`config.mk`:
```
export PLATFORM = sky130hd
export DESIGN_NAME = wyhash16_unbiased_range_rng
export DESIGN_NICKNAME = d
export VERILOG_FILES = /design/src/design/wyrng_pkg.sv /design/src/design/wyhash16_unbiased_range_rng.sv /design/src/design/wyrng_dp.sv /design/src/design/wyrng_ctrl.sv
export SDC_FILE = /design/constraint.sdc
export NUM_CORES = 1
export LEC_CHECK = 0
export ABC_CLOCK_PERIOD_IN_PS = 7600
export BUFFER_PORTS_ARGS = -buffer_cell sky130_fd_sc_hd__buf_2
export CORE_UTILIZATION = 65
export DETAILED_ROUTE_END_ITERATION = 8
export PLACE_DENSITY = 0.83
export SLEW_MARGIN = 20
export SYNTH_ARGS = -nofsm -noshare
export SYNTH_HDL_FRONTEND = slang
export SYNTH_SLANG_ARGS = --single-unit
```
`constraint.sdc`:
```
create_clock -name clock -period 7.6 [get_ports clock]
set_input_delay 1.14 -clock clock [delete_from_list [all_inputs] [get_ports clock]]
set_output_delay 1.14 -clock clock [all_outputs]
set_load 0.02 [all_outputs]
```
`src/design/wyrng_pkg.sv`:
```
// Package for the wyhash16 unbiased range generator.
// Holds hash constants, controller states and the command/status structs.
// No dependencies.
package wyrng_pkg;

   localparam logic [15:0] WEYL_STEP = 16'hfc15;
   localparam logic [9:0]  HASH_KEY  = 10'h2ab;
   localparam int          DIV_STEPS = 16;

   typedef enum logic [2:0] {
      ST_IDLE,
      ST_HASH,
      ST_MUL,
      ST_CHECK,
      ST_DIV,
      ST_OUT
   } state_type;

   typedef struct packed {
      logic load_req;
      logic hash;
      logic mul;
      logic div_init;
      logic div_step;
      logic redraw;
      logic load_out;
   } cmd_type;

   typedef struct packed {
      logic below_s;
      logic below_t;
      logic div_last;
      logic tries_full;
   } sts_type;

endpackage

```
`src/design/wyhash16_unbiased_range_rng.sv`:
```
// Unbiased bounded random generator: Weyl counter, wyhash16 mix, multiply and reject.
// With no threshold a draw goes through ST_HASH, ST_MUL, ST_CHECK and ST_OUT; a threshold
// adds the ST_DIV steps (one-bit-per-cycle remainder divider), and each rejected draw
// repeats ST_HASH, ST_MUL and ST_CHECK. The next item is accepted once the result
// is in the output register, and a stalled result holds the controller until taken.
// Synchronous reset clears the controller, the output valid and the counter to zero.
module wyhash16_unbiased_range_rng import wyrng_pkg::*; (
   input  logic        clock,
   input  logic        reset,
   input  logic        req_valid,
   output logic        req_stall,
   input  logic [15:0] req_range_bound,
   output logic        rsp_valid,
   input  logic        rsp_stall,
   output logic [15:0] rsp_random_value,
   input  logic        csr_write_enable,
   input  logic [15:0] csr_seed_value
);

   cmd_type cmd;
   sts_type sts;

   wyrng_ctrl u_ctrl (
      .clock     (clock),
      .reset     (reset),
      .req_valid (req_valid),
      .req_stall (req_stall),
      .rsp_valid (rsp_valid),
      .rsp_stall (rsp_stall),
      .sts       (sts),
      .cmd       (cmd)
   );

   wyrng_dp u_dp (
      .clock            (clock),
      .reset            (reset),
      .cmd              (cmd),
      .sts              (sts),
      .req_range_bound  (req_range_bound),
      .csr_write_enable (csr_write_enable),
      .csr_seed_value   (csr_seed_value),
      .rsp_random_value (rsp_random_value)
   );

endmodule

```
`src/design/wyrng_dp.sv`:
```
// Datapath: Weyl counter, hash and range multipliers, threshold divider,
// retry counter and result register. Depends on wyrng_pkg.
module wyrng_dp import wyrng_pkg::*; (
   input  logic        clock,
   input  logic        reset,
   input  cmd_type     cmd,
   output sts_type     sts,
   input  logic [15:0] req_range_bound,
   input  logic        csr_write_enable,
   input  logic [15:0] csr_seed_value,
   output logic [15:0] rsp_random_value
);

   logic [15:0] counter_ff, counter_in;
   logic [15:0] bound_ff, bound_in;
   logic [15:0] hash_ff, hash_in;
   logic [31:0] prod_ff, prod_in;
   logic [15:0] rem_ff, rem_in;
   logic [15:0] dvd_ff, dvd_in;
   logic [3:0]  div_cnt_ff, div_cnt_in;
   logic [16:0] tries_ff, tries_in;
   logic [15:0] result_ff, result_in;

   logic [25:0] mix_prod;
   logic [16:0] rem_shift;
   logic [16:0] rem_diff;

   always_comb begin
      mix_prod  = counter_ff * HASH_KEY;
      rem_shift = {rem_ff, dvd_ff[15]};
      rem_diff  = rem_shift - {1'b0, bound_ff};

      counter_in = counter_ff;
      if (csr_write_enable) begin
         counter_in = csr_seed_value;
      end else if (cmd.load_req || cmd.redraw) begin
         counter_in = counter_ff + WEYL_STEP;
      end

      bound_in = cmd.load_req ? req_range_bound : bound_ff;
      hash_in  = cmd.hash ? (mix_prod[15:0] ^ {6'd0, mix_prod[25:16]}) : hash_ff;
      prod_in  = cmd.mul ? (hash_ff * bound_ff) : prod_ff;

      rem_in     = rem_ff;
      dvd_in     = dvd_ff;
      div_cnt_in = div_cnt_ff;
      if (cmd.div_init) begin
         rem_in     = 16'd0;
         dvd_in     = 16'd0 - bound_ff;
         div_cnt_in = 4'd0;
      end else if (cmd.div_step) begin
         rem_in     = rem_diff[16] ? rem_shift[15:0] : rem_diff[15:0];
         dvd_in     = {dvd_ff[14:0], 1'b0};
         div_cnt_in = div_cnt_ff + 4'd1;
      end

      tries_in = tries_ff;
      if (cmd.load_req) begin
         tries_in = 17'd0;
      end else if (cmd.redraw) begin
         tries_in = tries_ff + 17'd1;
      end

      result_in = cmd.load_out ? prod_ff[31:16] : result_ff;
   end

   always_ff @(posedge clock) begin
      if (reset) begin
         counter_ff <= 16'd0;
      end else begin
         counter_ff <= counter_in;
      end
   end

   always_ff @(posedge clock) begin
      bound_ff   <= bound_in;
      hash_ff    <= hash_in;
      prod_ff    <= prod_in;
      rem_ff     <= rem_in;
      dvd_ff     <= dvd_in;
      div_cnt_ff <= div_cnt_in;
      tries_ff   <= tries_in;
      result_ff  <= result_in;
   end

   always_comb begin
      sts.below_s    = prod_ff[15:0] < bound_ff;
      sts.below_t    = prod_ff[15:0] < rem_ff;
      sts.div_last   = div_cnt_ff == 4'(DIV_STEPS - 1);
      sts.tries_full = tries_ff[16];
   end

   assign rsp_random_value = result_ff;

endmodule

```
`src/design/wyrng_ctrl.sv`:
```
// Controller: sequences draw, hash, multiply, threshold division and
// rejection retries, and owns both handshakes. Depends on wyrng_pkg.
module wyrng_ctrl import wyrng_pkg::*; (
   input  logic    clock,
   input  logic    reset,
   input  logic    req_valid,
   output logic    req_stall,
   output logic    rsp_valid,
   input  logic    rsp_stall,
   input  sts_type sts,
   output cmd_type cmd
);

   state_type state_ff, state_in;
   logic      thr_ff, thr_in;
   logic      rsp_valid_ff, rsp_valid_in;

   always_ff @(posedge clock) begin
      if (reset) begin
         state_ff     <= ST_IDLE;
         thr_ff       <= 1'b0;
         rsp_valid_ff <= 1'b0;
      end else begin
         state_ff     <= state_in;
         thr_ff       <= thr_in;
         rsp_valid_ff <= rsp_valid_in;
      end
   end

   always_comb begin
      state_in     = state_ff;
      thr_in       = thr_ff;
      rsp_valid_in = rsp_valid_ff && rsp_stall;
      cmd          = '0;
      req_stall    = 1'b1;
      case (state_ff)
         ST_IDLE: begin
            req_stall = 1'b0;
            if (req_valid) begin
               cmd.load_req = 1'b1;
               thr_in       = 1'b0;
               state_in     = ST_HASH;
            end
         end
         ST_HASH: begin
            cmd.hash = 1'b1;
            state_in = ST_MUL;
         end
         ST_MUL: begin
            cmd.mul  = 1'b1;
            state_in = ST_CHECK;
         end
         ST_CHECK: begin
            if (!thr_ff) begin
               if (sts.below_s) begin
                  cmd.div_init = 1'b1;
                  state_in     = ST_DIV;
               end else begin
                  state_in = ST_OUT;
               end
            end else if (sts.below_t && !sts.tries_full) begin
               cmd.redraw = 1'b1;
               state_in   = ST_HASH;
            end else begin
               state_in = ST_OUT;
            end
         end
         ST_DIV: begin
            cmd.div_step = 1'b1;
            if (sts.div_last) begin
               thr_in   = 1'b1;
               state_in = ST_CHECK;
            end
         end
         ST_OUT: begin
            if (!rsp_valid_ff || !rsp_stall) begin
               cmd.load_out = 1'b1;
               rsp_valid_in = 1'b1;
               state_in     = ST_IDLE;
            end
         end
         default: begin
            state_in = ST_IDLE;
         end
      endcase
   end

   assign rsp_valid = rsp_valid_ff;

endmodule

```
==> run_results.csv, run 1 <==
group,metric,value,unit
outcome,outcome,"finished, final reports clean",
finish,syn_to_final_growth,6.589,%
die,dieHeight,174.2,um
route,dr.pass1.iters,5,
placed_design,place.detailed.hpwl,36740,um
die,initial_core_util,0.6662,
timing,fmax,143.2,MHz
finish,layout-drive-gt1-share,0.07029,
timing,setup_slack,614.3,ps
synthesis,postSynth.asyncResetShare,0,
critical_path,worstPathMaxFanout,20,
route,drtAntennaViolNets,0,
clock_network,cts_buffers,17,
timing,whs,405.2,ps
synthesis,ys_seq_elements,154,
critical_path,critical_path_class,"reg -> reg",
route,avgViaCountPerCell,6.035,
placed_design,port_buffers,54,
clock_network,clock_path_buffers,2,
clock_network,cts_max_level,4,
timing,final.period_utilization,0.9192,
timing,relSlewSlack,0.3308,
global_route,antenna_found_initial,6,
clock_network,cts_tree,"built",
timing,rsz0062_at_grt,"false",
finish,fin_area,20550,sq um
synthesis,synth_area_leaders,"fa_1, ha_1, edfxtp_1",
global_route,grt_pass1_wl,77760,um
global_route,grt_start_max_net_pins,40,
placed_design,post-place-ws,593.4,ps
synthesis,synth_top_area_frac,0.2513,
finish,fin_nets,2563,
critical_path,critPathRequiredTime,7800,ps
synthesis,synthCells,2027,
global_route,overflow,0,
synthesis,synthFlopType,"edfxtp_1",
die,row_count,62,
clock_network,cts_root_buf,"clkbuf_16",
critical_path,r2r_cells,21,
route,wl_per_cell,19.16,um
clock_network,cts.clk_slew.worst_paths,90,ps
route,vias,14800,
synthesis,synth_area,19280,sq um
die,die_w,174.2,um
route,postRouteWirelength,46990,um
clock_network,clk_latency,460,ps
placed_design,place.gp.congestion,0.9372,
die,core,28940,sq um
synthesis,synth.net_count,2540,
critical_path,worstPathArrival,7190,ps
timing,hold_violations,0,
timing,final_max_slew_viol_count,0,
synthesis,ys_seq_area_frac,0.2098,
timing,tightestPinTransition,994.6,ps
synthesis,avgSynthCellArea,9.510,sq um
timing,finalSetupTns,0,ps
synthesis,synth_edf_count,96,
die,dieArea,30350,sq um
synthesis,yosysTopAreaCell,"fa_1",
die,ioPinCount,55,
timing,finClkSkew,22.62,ps
min_path,hold_path_class,"reg -> reg",
clock_network,postCtsSetupRepairBufs,0,
clock_network,clock-sinks,154,
global_route,grt_usage,0.3256,
placed_design,place_area,19910,sq um
min_path,hold_depth,0,
critical_path,worstSetupEndpointType,"flop",
synthesis,synth.distinct_cells,75,
timing,report.final.setup_viol,0,
global_route,grt_pass1_vias,15430,
critical_path,critPathLaunchType,"flop",
timing,fin_crit,6986,ps
route,drc,0,
synthesis,ys_warn_count,0,
job,cap_violations,0,
route,drt_iter0_drc,1196,
==> cells in the mapped netlist (all sizes together), types with 4 or more instances <==
library cell	number
nand2	206
dfxtp	58
fa	242
and2	121
ha	234
a211o	5
xnor2	62
o21ai	59
nand2b	12
o31ai	8
a21o	31
o21a	23
or2	7
a211oi	8
a21oi	81
o22ai	12
nor2	64
inv	358
nor3b	4
xor2	19
nor4	5
mux2	16
o31a	4
edfxtp	96
mux2i	7
clkbuf	62
a311oi	6
nand4	15
and3	16
nor3	30
nand3	27
a31oi	8
o211ai	12
o2111ai	6
or3	20
nor2b	10
buf	10
o21bai	9
or4	4
==> placed cells by master (no fill, tap or decap), types with 8 or more instances in the layout <==
| cell | Yosys | routed |
|---|---|---|
| a211oi_1 | 8 | 8 |
| a21o_1 | 31 | 31 |
| a21oi_1 | 81 | 80 |
| a31oi_1 | 8 | 8 |
| and2_1 | 121 | 121 |
| and3_1 | 16 | 16 |
| buf_2 | 4 | 54 |
| buf_4 | 0 | 21 |
| clkbuf_16 | 0 | 18 |
| dfxtp_1 | 58 | 58 |
| edfxtp_1 | 96 | 96 |
| fa_1 | 242 | 242 |
| ha_1 | 234 | 234 |
| inv_1 | 358 | 358 |
| mux2_2 | 10 | 10 |
| nand2_1 | 205 | 205 |
| nand2b_1 | 12 | 12 |
| nand3_1 | 26 | 26 |
| nand4_1 | 15 | 15 |
| nor2_1 | 64 | 64 |
| nor2b_1 | 10 | 9 |
| nor3_1 | 30 | 29 |
| o211ai_1 | 12 | 12 |
| o21a_1 | 23 | 23 |
| o21ai_0 | 57 | 57 |
| o21bai_1 | 9 | 9 |
| o22ai_1 | 12 | 12 |
| o31ai_1 | 8 | 8 |
| or3_1 | 20 | 20 |
| xnor2_1 | 62 | 62 |
| xor2_1 | 19 | 19 |
==> registers in the layout, indices dropped and copies added (netlist names), 3 cells and up <==
register               count
u_dp.counter_ff           16
u_dp.div_cnt_ff            4
u_dp.bound_ff             16
u_dp.rsp_random_value     16
u_dp.dvd_ff               16
u_ctrl.state_ff            3
u_dp.prod_ff              32
u_dp.hash_ff              16
u_dp.rem_ff               16
u_dp.tries_ff             17
==> logic make-up after synthesis <==
| family | after synthesis | share of synthesized area |
|---|---|---|
| mux | 23 | 0.01415 |
| buf+inv | 430 | 0.08458 |
| fa+ha+maj | 476 | 0.4032 |
| simple gates | 552 | 0.1431 |
| flops | 154 | 0.2098 |
| compound gates | 311 | 0.1084 |
| xor+xnor | 81 | 0.03680 |
==> layer usage <==
layer / track usage / share of wire / vias to the layer above
met5: 0 / 0 / -
met4: 0.1520 / 0.044 / 0
met3: 0.05446 / 0.066 / 144
met2: 0.5536 / 0.50 / 665
met1: 0.4053 / 0.39 / 7271
li1: - / - / 6724
==> path summary, 6_finish.rpt <==
check                             start                            endpoint  slack (ps)
max          u_dp.bound_ff[6]$_DFFE_PP_          u_dp.prod_ff[28]$_DFFE_PN_         610
min          u_dp.prod_ff[16]$_DFFE_PN_  u_dp.rsp_random_value[0]$_DFFE_PP_         410
max reg2reg  u_dp.bound_ff[6]$_DFFE_PP_          u_dp.prod_ff[28]$_DFFE_PN_         610
min reg2reg  u_dp.prod_ff[16]$_DFFE_PN_  u_dp.rsp_random_value[0]$_DFFE_PP_         410
==> worst max-delay path, cell delays in order, from the launching register on <==
cell       delay [ps]
edfxtp_1          680
and2_1            280
fa_1              530
inv_1              50
fa_1              560
fa_1              440
fa_1              490
inv_1              50
fa_1              520
inv_1              50
fa_1              530
inv_1              40
ha_1              350
and3_1            220
nand2_1            60
nor3_1            340
o2111ai_1         320
a211oi_1          610
o41ai_2           190
o21bai_1          150
a21oi_1            90
xnor2_1           140
==> metrics by stage <==
step           std cells    util
3_3_place_gp        2414  0.6882
5_1_grt             2453  0.7101
2_1_floorplan       2027       -
3_5_place_dp        2414  0.6882
4_1_cts             2446  0.7082
6_report            2453  0.7101
==> what timing repair did <==
| action | in CTS | in global routing |
|---|---|---|
| hold buffers | 0 | 0 |
| setup endpoints to repair | 0 | 2 |
| gates resized for setup | 0 | 1 |
==> cell type report <==
cell class | instances | area [sq um]
inverters | 358 | 1344
fillers | 2101 | 8389
multi-input cells | 1443 | 13630
well taps | 384 | 480.5
diodes | 6 | 15.01
clock buffers | 21 | 481.7
repair buffers | 76 | 455.4
flip-flops and latches | 154 | 4044
clock inverters | 11 | 95.09
Power of run 1 is not shown: default switching activity piles up to over one toggle a cycle in this logic, so the estimate is an artifact.
==> inputs of run 2 (changes only) <==
- CORE_MARGIN: unset -> 3
- CORE_UTILIZATION: 65 -> 55
- PLACE_DENSITY: 0.83 -> 0.72
==> run 2 against run 1 <==
Non-clock buffer count up 1; register-to-register slack got worse by 30 ps; critical path depth down 1; first-iteration DRC count is 35% lower.
==> run_results.csv, run 2 (synthesis results as in run 1) <==
group,metric,value,unit
clock_network,cts_resized,0,
route,met1_length,18780,um
global_route,antenna_found_initial,4,
global_route,grt_start_max_net_pins,41,
clock_network,clk_latency,460,ps
die,ioPinCount,55,
die,row_count,67,
timing,relSlewSlack,0.3369,
timing,finClkSkew,18.22,ps
route,postRouteWirelength,45990,um
min_path,hold_depth,0,
placed_design,port_buffers,54,
die,core,34040,sq um
critical_path,critical_path_class,"reg -> reg",
global_route,overflow,0,
min_path,hp-start,"u_dp.prod_ff[20]$_DFFE_PN_",
finish,regMostFlops,"u_dp.prod_ff",
placed_design,place.gp.congestion,0.9086,
critical_path,cp_cell_sequence,"nand2_1 -> fa_1 -> fa_1 -> fa_1 -> fa_1 -> inv_1 -> fa_1 -> inv_1 -> fa_1 -> inv_1 -> ha_1 -> and3_1 -> nand2_1 -> nor3_1 -> o2111ai_1 -> a211oi_1 -> o41ai_1 -> o21bai_1 -> a21oi_1 -> xnor2_1",
route,drt_iter0_drc,777,
clock_network,cts_root_buf,"clkbuf_16",
critical_path,regToRegEndpoint,"u_dp.prod_ff[30]$_DFFE_PN_",
critical_path,crit_path_top_delay_cell,"edfxtp_1",
timing,final_max_slew_viol_count,0,
clock_network,cts_max_level,4,
route,drc,0,
die,dieArea,37330,sq um
critical_path,worstPathMaxFanout,16,
timing,rsz0062_at_grt,"false",
timing,fin_crit,7011,ps
finish,reg_top3,"u_dp.prod_ff: 32 flops, u_dp.tries_ff: 17 flops",
die,dieHeight,193.2,um
timing,fmax,142.6,MHz
clock_network,cts.clk_slew.worst_paths,70,ps
critical_path,r2r_cells,20,
route,dr_wl_met3,2721,um
route,wl_per_cell,18.28,um
timing,hold_violations,0,
route,vias,14390,
route,drtAntennaViolNets,0,
finish,multi_input_area,13620,sq um
critical_path,cp_common_cell,"fa_1",
outcome,outcome,"finished, final reports clean",
placed_design,place.detailed.hpwl,36750,um
route,wl_met2,22490,um
critical_path,critPathRequiredTime,7800,ps
finish,regArea,4044,sq um
critical_path,r2r_setup_slack,590,ps
timing,tightestPinTransition,985.6,ps
global_route,grt_usage,0.2563,
clock_network,cts_buffers,17,
critical_path,critPathMaxStageDelay,790,ps
timing,finalSetupTns,0,ps
finish,layout-drive-gt1-share,0.07074,
finish,largest_reg_flops,32,
global_route,grt_pass1_vias,15380,
die,die_w,193.2,um
die,initial_core_util,0.5664,
min_path,hold-path-endpoint,"u_dp.rsp_random_value[4]$_DFFE_PP_",
min_path,hold_path_class,"reg -> reg",
clock_network,cts_tree,"built",
finish,fin_nets,2564,
clock_network,postCtsSetupRepairBufs,0,
finish,fillers,2876,
critical_path,worstPathArrival,7210,ps
timing,report.final.setup_viol,0,
global_route,grt_pass1_wl,77500,um
finish,layout_common_cells,"inv_1, fa_1, ha_1",
route,topRoutingLayerUsed,"met5",
critical_path,worstSetupEndpointType,"flop",
finish,syn_to_final_growth,7.108,%
route,dr.pass1.iters,5,
clock_network,ctsHoldBuffers,0,
finish,final_common_cell,"inv_1",
critical_path,crit-reg2reg-launch,"u_dp.hash_ff[8]$_DFFE_PP_",
clock_network,clock-sinks,154,
route,avgViaCountPerCell,5.717,
timing,final.period_utilization,0.9225,
clock_network,clock_path_buffers,2,
job,cap_violations,0,
critical_path,critPathLaunchType,"flop",
-- run 2: changes by cell type in the layout (fill, tap and decap cells not counted), sizes merged --
cell    change
buf         +1
inv         -1
diode       -2
clkinv      +3
bufinv      +1
clkbuf      -3
-- run 2: worst max-delay path: cells and delay by family (launching register included) --
family	cells	cell delay (ps)
AO/OA/AOI/OAI	5	1320
XOR/XNOR	1	140
adder cells (fa/ha/maj)	7	3480
buffers and inverters	3	160
flip-flops	1	790
AND/OR/NAND/NOR	4	840
-- run 2: routing by layer --
| metal | vias up | track usage |
|---|---|---|
| met2 | 466 | 0.4341 |
| li1 | 6739 | - |
| met5 | - | 0 |
| met1 | 7068 | 0.3233 |
| met4 | 2 | 0.1141 |
| met3 | 110 | 0.04523 |
-- run 2: layout make-up --
cell class              count  share of cell area
well taps                 448             0.02715
repair buffers             77             0.02242
multi-input cells        1443              0.6598
clock buffers              18             0.02182
clock inverters            14            0.007333
diodes                      4           0.0004848
flip-flops and latches    154              0.1959
inverters                 358             0.06509
-- run 2: worst max path at each step --
stage / startpoint / endpoint / depth (start not counted)
global route: u_dp.bound_ff[10]$_DFFE_PP_ / u_dp.prod_ff[28]$_DFFE_PN_ / 20
floorplan: u_dp.bound_ff[9]$_DFFE_PP_ / u_dp.prod_ff[29]$_DFFE_PN_ / 24
CTS: u_dp.hash_ff[8]$_DFFE_PP_ / u_dp.prod_ff[29]$_DFFE_PN_ / 21
finish: u_dp.hash_ff[8]$_DFFE_PP_ / u_dp.prod_ff[30]$_DFFE_PN_ / 20
global placement: u_dp.hash_ff[8]$_DFFE_PP_ / u_dp.prod_ff[29]$_DFFE_PN_ / 21
detailed placement: u_dp.hash_ff[8]$_DFFE_PP_ / u_dp.prod_ff[29]$_DFFE_PN_ / 21
-- run 2: stage by stage --
stage	cell area, sq um	std cells	hold slack [ps]	util	setup slack (ps)
floorplan	19280	2027	400.3	-	959.3
global placement	20000	2479	407.5	0.5877	735.0
detailed placement	20000	2479	405.9	0.5877	591.9
CTS	20600	2511	435.4	0.6054	547.1
global route	20640	2515	444.8	0.6065	40.78
finish	20650	2516	432.6	0.6066	588.9
Power of run 2 is left out for the same reason.
